--- config.mk ---
export PLATFORM = sky130hd
export DESIGN_NAME = first_pattern_match_finder_top
export DESIGN_NICKNAME = d
export VERILOG_FILES = /design/src/rtl/fpm_pkg.sv /design/src/rtl/fpm_cell.sv /design/src/rtl/first_pattern_match_finder_top.sv
export SDC_FILE = /design/constraint.sdc
export NUM_CORES = 2
export LEC_CHECK = 0
export BUFFER_PORTS_ARGS = -buffer_cell sky130_fd_sc_hd__buf_2
export CORE_MARGIN = 3
export CORE_UTILIZATION = 46
export CTS_BUF_LIST = sky130_fd_sc_hd__clkbuf_2
export DETAILED_ROUTE_END_ITERATION = 8
export REMOVE_ABC_BUFFERS = 1
export SLEW_MARGIN = 30
export SYNTH_ARGS = -nofsm -noshare
export SYNTH_HDL_FRONTEND = slang
export SYNTH_HIERARCHICAL = 1
export SYNTH_SLANG_ARGS = --single-unit
--- constraint.sdc ---
create_clock -name clk_i -period 7 [get_ports clk_i]
set_input_delay 1.05 -clock clk_i [delete_from_list [all_inputs] [get_ports clk_i]]
set_output_delay 1.05 -clock clk_i [all_outputs]
set_load 0.05 [all_outputs]
--- src/rtl/fpm_pkg.sv ---
// ----------------------------------------------------------------------------
// fpm_pkg
// Shared types and constants for the first pattern match finder.
// ----------------------------------------------------------------------------
package fpm_pkg;

  localparam int unsigned CFG_W     = 6;
  localparam int unsigned MODE_W    = 2;
  localparam int unsigned IDX_W     = 5;
  localparam int unsigned BYTE_W    = 8;
  localparam int unsigned POS_W     = 13;
  localparam int unsigned S_TDATA_W = 16;
  localparam int unsigned M_TDATA_W = 16;
  localparam int unsigned M_TUSER_W = 2;

  // Item kinds carried on the input tuser
  typedef enum logic [MODE_W-1:0] {
    MODE_PATTERN = 2'd0,
    MODE_TEXT    = 2'd1,
    MODE_END     = 2'd2
  } mode_e;

  // Line control shared by every cell of the row
  typedef struct packed {
    logic shift;
    logic clear;
  } cell_ctrl_t;

endpackage

--- src/rtl/fpm_cell.sv ---
// ----------------------------------------------------------------------------
// fpm_cell
// One cell of the match row: one pattern byte, one text window byte and a
// byte comparator. Window bytes move one cell down per accepted text byte within the line limit.
// ----------------------------------------------------------------------------
module fpm_cell
  import fpm_pkg::*;
(
  input  logic              clk_i,
  input  logic              rst_ni,
  input  cell_ctrl_t        ctrl_i,
  input  logic              pat_we_i,
  input  logic [BYTE_W-1:0] pat_byte_i,
  input  logic [BYTE_W-1:0] shift_byte_i,
  input  logic [BYTE_W-1:0] probe_byte_i,
  input  logic              in_use_i,
  output logic [BYTE_W-1:0] window_o,
  output logic              hit_o
);

  logic [BYTE_W-1:0] window_q;
  logic [BYTE_W-1:0] pattern_q;

  always_ff @(posedge clk_i or negedge rst_ni) begin
    if (!rst_ni) begin
      window_q <= '0;
    end else if (ctrl_i.clear) begin
      window_q <= '0;
    end else if (ctrl_i.shift) begin
      window_q <= shift_byte_i;
    end
  end

  always_ff @(posedge clk_i) begin
    if (pat_we_i) begin
      pattern_q <= pat_byte_i;
    end
  end

  assign window_o = window_q;
  // a cell beyond the pattern length never blocks a match
  assign hit_o    = !in_use_i || (pattern_q == probe_byte_i);

endmodule

--- src/rtl/first_pattern_match_finder_top.sv ---
// ----------------------------------------------------------------------------
// first_pattern_match_finder_top
// Streaming first-occurrence search of a stored pattern in each text line.
// ----------------------------------------------------------------------------
// Pattern writes and text bytes are always accepted, and a text byte is
// compared against the whole pattern in the cycle it arrives, by a row of
// PATTERN_MAX cells that each hold one pattern byte and one byte of the
// sliding text window. An end-of-line transaction loads the single result
// register; it stalls only while a previous result still sits there
// untaken. No clearing pass runs after reset. The pattern length read from
// its register is clamped to PATTERN_MAX; bytes past LINE_MAX in a line are
// dropped and flagged in that line's result.
module first_pattern_match_finder_top
  import fpm_pkg::*;
#(
  parameter int unsigned PATTERN_MAX = 32,
  parameter int unsigned LINE_MAX    = 4096
) (
  input  logic                 clk_i,
  input  logic                 rst_ni,
  input  logic                 cfg_we_i,
  input  logic [CFG_W-1:0]     cfg_wdata_i,      // pattern_length
  input  logic                 s_axis_tvalid_i,
  output logic                 s_axis_tready_o,
  input  logic [S_TDATA_W-1:0] s_axis_tdata_i,   // [4:0] pattern_index, [12:5] data_byte
  input  logic [MODE_W-1:0]    s_axis_tuser_i,   // [1:0] mode
  output logic                 m_axis_tvalid_o,
  input  logic                 m_axis_tready_i,
  output logic [M_TDATA_W-1:0] m_axis_tdata_o,   // [12:0] match_position
  output logic [M_TUSER_W-1:0] m_axis_tuser_o    // [0] found, [1] too_long
);

  localparam int unsigned LW = $clog2(PATTERN_MAX + 1);
  localparam int unsigned IW = (PATTERN_MAX > 1) ? $clog2(PATTERN_MAX) : 1;
  localparam int unsigned SW = $clog2(2 * PATTERN_MAX) + 1;
  localparam int unsigned CW = $clog2(LINE_MAX + 1);
  localparam int unsigned MW = ((CW > LW) ? CW : LW) + 1;

  logic [CFG_W-1:0]  cfg_len_q;
  logic [LW-1:0]     len;
  mode_e             mode;
  logic [IDX_W-1:0]  pat_idx;
  logic [BYTE_W-1:0] data_byte;
  logic              s_acc, text_acc, end_acc, room, shift;
  logic [CW-1:0]     count_q, count_nxt;
  logic              match_seen_q, overflow_seen_q;
  logic [CW-1:0]     first_pos_q;
  logic [MW-1:0]     pos_now;
  logic              match_now;
  logic              m_valid_q, found_q, too_long_q;
  logic [POS_W-1:0]  pos_q;
  cell_ctrl_t        ctrl;

  logic [BYTE_W-1:0] win     [PATTERN_MAX];
  logic [BYTE_W-1:0] nxt_win [PATTERN_MAX];
  logic [BYTE_W-1:0] probe   [PATTERN_MAX];
  logic [PATTERN_MAX-1:0] in_use;
  logic [PATTERN_MAX-1:0] hit;
  logic [PATTERN_MAX-1:0] pat_we;

  always_ff @(posedge clk_i or negedge rst_ni) begin
    if (!rst_ni) begin
      cfg_len_q <= '0;
    end else if (cfg_we_i) begin
      cfg_len_q <= cfg_wdata_i;
    end
  end

  assign len = (MW'(cfg_len_q) > MW'(PATTERN_MAX)) ? LW'(PATTERN_MAX) : LW'(cfg_len_q);

  assign mode      = mode_e'(s_axis_tuser_i);
  assign pat_idx   = s_axis_tdata_i[IDX_W-1:0];
  assign data_byte = s_axis_tdata_i[IDX_W +: BYTE_W];

  assign s_axis_tready_o = (mode != MODE_END) || !m_valid_q || m_axis_tready_i;
  assign s_acc    = s_axis_tvalid_i && s_axis_tready_o;
  assign text_acc = s_acc && (mode == MODE_TEXT);
  assign end_acc  = s_acc && (mode == MODE_END);
  assign room     = count_q < CW'(LINE_MAX);
  assign shift    = text_acc && room;

  assign ctrl.shift = shift;
  assign ctrl.clear = end_acc;

  // ---- row of cells ----
  for (genvar k = 0; k < PATTERN_MAX; k++) begin : g_cell
    logic [SW-1:0] src;

    if (k == PATTERN_MAX - 1) begin : g_tail
      assign nxt_win[k] = data_byte;
    end else begin : g_body
      assign nxt_win[k] = win[k+1];
    end

    // cell k lines up with window slot PATTERN_MAX - len + k after the shift
    assign in_use[k] = SW'(k) < SW'(len);
    assign src       = SW'(PATTERN_MAX) - SW'(len) + SW'(k);
    assign probe[k]  = in_use[k] ? nxt_win[src[IW-1:0]] : '0;
    assign pat_we[k] = s_acc && (mode == MODE_PATTERN) && (32'(pat_idx) == k);

    fpm_cell u_cell (
      .clk_i        (clk_i),
      .rst_ni       (rst_ni),
      .ctrl_i       (ctrl),
      .pat_we_i     (pat_we[k]),
      .pat_byte_i   (data_byte),
      .shift_byte_i (nxt_win[k]),
      .probe_byte_i (probe[k]),
      .in_use_i     (in_use[k]),
      .window_o     (win[k]),
      .hit_o        (hit[k])
    );
  end

  // ---- line tracking ----
  assign count_nxt = count_q + CW'(1);
  assign pos_now   = MW'(count_nxt) - MW'(len) + MW'(1);
  assign match_now = shift && !match_seen_q && (len != '0)
                     && (MW'(count_nxt) >= MW'(len)) && (&hit);

  always_ff @(posedge clk_i or negedge rst_ni) begin
    if (!rst_ni) begin
      count_q         <= '0;
      match_seen_q    <= 1'b0;
      first_pos_q     <= '0;
      overflow_seen_q <= 1'b0;
    end else if (end_acc) begin
      count_q         <= '0;
      match_seen_q    <= 1'b0;
      first_pos_q     <= '0;
      overflow_seen_q <= 1'b0;
    end else begin
      if (shift) begin
        count_q <= count_nxt;
      end
      if (text_acc && !room) begin
        overflow_seen_q <= 1'b1;
      end
      if (match_now) begin
        match_seen_q <= 1'b1;
        first_pos_q  <= CW'(pos_now);
      end
    end
  end

  // ---- result register ----
  always_ff @(posedge clk_i or negedge rst_ni) begin
    if (!rst_ni) begin
      m_valid_q <= 1'b0;
    end else if (end_acc) begin
      m_valid_q <= 1'b1;
    end else if (m_axis_tready_i) begin
      m_valid_q <= 1'b0;
    end
  end

  always_ff @(posedge clk_i) begin
    if (end_acc) begin
      too_long_q <= overflow_seen_q;
      priority if (len == '0) begin
        found_q <= 1'b1;
        pos_q   <= POS_W'(1);
      end else if (match_seen_q) begin
        found_q <= 1'b1;
        pos_q   <= POS_W'(first_pos_q);
      end else begin
        found_q <= 1'b0;
        pos_q   <= '0;
      end
    end
  end

  assign m_axis_tvalid_o = m_valid_q;
  assign m_axis_tdata_o  = M_TDATA_W'(pos_q);
  assign m_axis_tuser_o  = {too_long_q, found_q};

  // ---- assertions ----
  a_result_from_end: assert property (@(posedge clk_i) disable iff (!rst_ni)
    $rose(m_valid_q) |-> $past(end_acc))
    else $error("result appeared without an end-of-line transaction");

  a_notfound_zero: assert property (@(posedge clk_i) disable iff (!rst_ni)
    (m_valid_q && !found_q) |-> (pos_q == '0))
    else $error("position nonzero on a miss");

  a_pos_in_line: assert property (@(posedge clk_i) disable iff (!rst_ni)
    match_seen_q |-> ((first_pos_q != '0) && (first_pos_q <= count_q)))
    else $error("match position outside the line");

  a_count_bound: assert property (@(posedge clk_i) disable iff (!rst_ni)
    count_q <= CW'(LINE_MAX))
    else $error("line byte count beyond LINE_MAX");

endmodule

==> impl_metrics.toml <==
[finish]
seq_area_um2 = 15200
fin_util = 0.502
multi_input_area_um2 = 23400
layoutNonFillerInstCount = 4759
syn_to_final_growth_pct = 7.34
drive_gt1_frac = 0.195
nets = 3561
fin_area_um2 = 43000
fillers = 7547

[routing]
dr.max_layer_used = "met5"
drt_iter0_drc = 3870
met1_length_um = 54500
antenna_left = 0
drc = 0
wl_met3_um = 14300
vias = 30900
wl_per_cell_um = 28.9
wl_met2_um = 62800
wl_um = 138000
dr.pass1.iters = 6
vias_per_cell = 6.49

[sta]
setup_slack_ns = 0.432
fin_crit_sh = 0.938
fin_crit_ns = 6.57
worstMarginPinSlew_ns = 1.10
holdWs_ns = 0.196
fin_tns_setup_ns = 0
finalMaxSlewViolations = 0
hold_viol_final = 0
fin_skew_ns = 0.103
setup_violations = 0
max_freq_mhz = 152
rsz0062_at_grt = "false"
max-slew-margin-rel = 0.270

[clock_tree]
clock_sinks = 554
root_buffer = "clkbuf_2"
tritoncts = "built"
numCtsBuffers = 159
clkTransAtPathRegs_ns = 0.09
h-tree-depth = 4
cts_buffer_depth = 3
insertion_delay_ns = 1.46

[critical_path]
cp_num_buf_inv = 6
cp.arrival_ns = 7.88
crit_path_max_fanout = 50
crit_path_frequent_cell = "buf_4"
endpoint_kind = "register"
max_stage_delay_ns = 0.61
critPathSlowestCell = "clkbuf_8"
critPathTopFamily = "buffers and inverters"
critPathLaunchType = "register"
worstPathRequired_ns = 8.31
path_cells = "inv_2 > nand2_1 > buf_4 > ha_4 > xnor2_4 > clkbuf_8 > ha_2 > inv_1 > xnor2_1 > nor2_1 > a22o_1 > xnor2_1 > nand4_1 > o21ai_1 > nand4_1 > nor4_2 > buf_4 > nand2_1 > nor4_4 > buf_4 > mux2i_1"
crit_type = "register to register"

[pwr]
p_sw_mw = 3.52
power.internal_mw = 5.69
switching_share = 0.383
static-leakage-power_nw = 16.4
power_mw = 9.21
power_density_nw_per_um2 = 214
seqPwrFrac = 0.380
combinationalPowerShare = 0.338
vdd_drop_max_v = 0.000171
power_frac_clock = 0.281

[placement]
place_ws_ns = 0.235
dp_hpwl_um = 102000
io_buffers = 42
dp_cells = 4449
place_congestion = 1.02
place_area_um2 = 41200

[global_routing]
grt_max_degree = 134
antenna_found_initial = 7
overflow = 0
grt_use_total = 0.303
grt_pass1_vias = 29900
grt_pass1_wl_um = 202000

[floorplanning]
start_util = 0.467
dieWidth_um = 301
die_h_um = 301
row_count = 107
io_pins = 49
die_area_um2 = 90700
core_um2 = 85800

[yosys]
avgSynthCellArea_um2 = 11.7
synth_area_um2 = 40100
yosys_warnings = 6
netlist_instances = 3414

[status]
status = "finished clean"

[run]
maxCapViolCount = 0

[min_path]
hold_class = "primary input to register"
==> what timing repair did <==
item,CTS,global route
setup endpoints to repair,0,14
endpoints found under the hold margin,157,0
resized for setup,0,3
hold buffers,23,0
setup buffers,0,0
==> tightest hold or removal path, stage by stage <==
cell	delay [ns]
buf_2	0.11
and3b_1	0.25
a22o_1	0.16
==> layout make-up <==
type                            count  area share
Inverter                           55     0.00573
Antenna cell                        8    0.000465
Clock inverter                     51     0.00892
Timing Repair Buffer              146      0.0281
Clock buffer                      228      0.0265
Tap cell                         1144      0.0333
Sequential cell                   554       0.354
Multi-Input combinational cell   2573       0.543
==> layer usage <==
| metal | vias up | global-route usage |
|---|---|---|
| met5 | - | 0 |
| met4 | 2 | 0.134 |
| met3 | 303 | 0.0830 |
| met2 | 1650 | 0.466 |
| met1 | 15700 | 0.402 |
| li1 | 13200 | - |
==> registers in the layout, summed over array words and instances (netlist names) <==
signal / cells
g_cell.u_cell/pattern_q: 256
g_cell.u_cell/window_o: 248
count_q: 13
first_pos_q: 13
pos_q: 13
cfg_len_q: 6
found_q: 1
m_axis_tvalid_o: 1
match_seen_q: 1
overflow_seen_q: 1
too_long_q: 1
==> cells in the final DEF (no fill, tap or decap), types with 43 or more instances in the layout <==
cell,n
mux2i_1,624
nor2_1,386
xnor2_1,293
dfrtp_1,283
mux4_2,275
edfxtp_1,271
a22o_1,243
clkbuf_2,228
nand2_1,147
a21oi_1,144
nand4_1,74
buf_4,70
nand3_1,54
inv_1,43
==> power groups by stage <==
stage | clock [mW] | combinational, mW | sequential, mW
after floorplan | 0 | 2.15 | 3.57
after global placement | 0 | 2.97 | 3.57
after detailed placement | 0 | 3.03 | 3.57
after CTS | 2.68 | 3.05 | 3.50
after global routing | 2.84 | 3.27 | 3.51
final | 2.59 | 3.11 | 3.50
==> path summary, 6_finish.rpt <==
kind	to	slack, ns	start	cells past startpoint
setup reg to reg	first_pos_q[2]	0.43	cfg_len_q[5]	21
hold / removal	overflow_seen_q	0.20	s_axis_tuser_i[0]	3
setup / recovery	first_pos_q[2]	0.43	cfg_len_q[5]	21
min in group asynchronous	g_cell[29].u_cell/window_o[7]	0.25	rst_ni	2
max in group asynchronous	g_cell[11].u_cell/window_o[2]	5.48	rst_ni	3
hold reg to reg	too_long_q	0.49	overflow_seen_q	0
(Power assumes the default switching activity.)
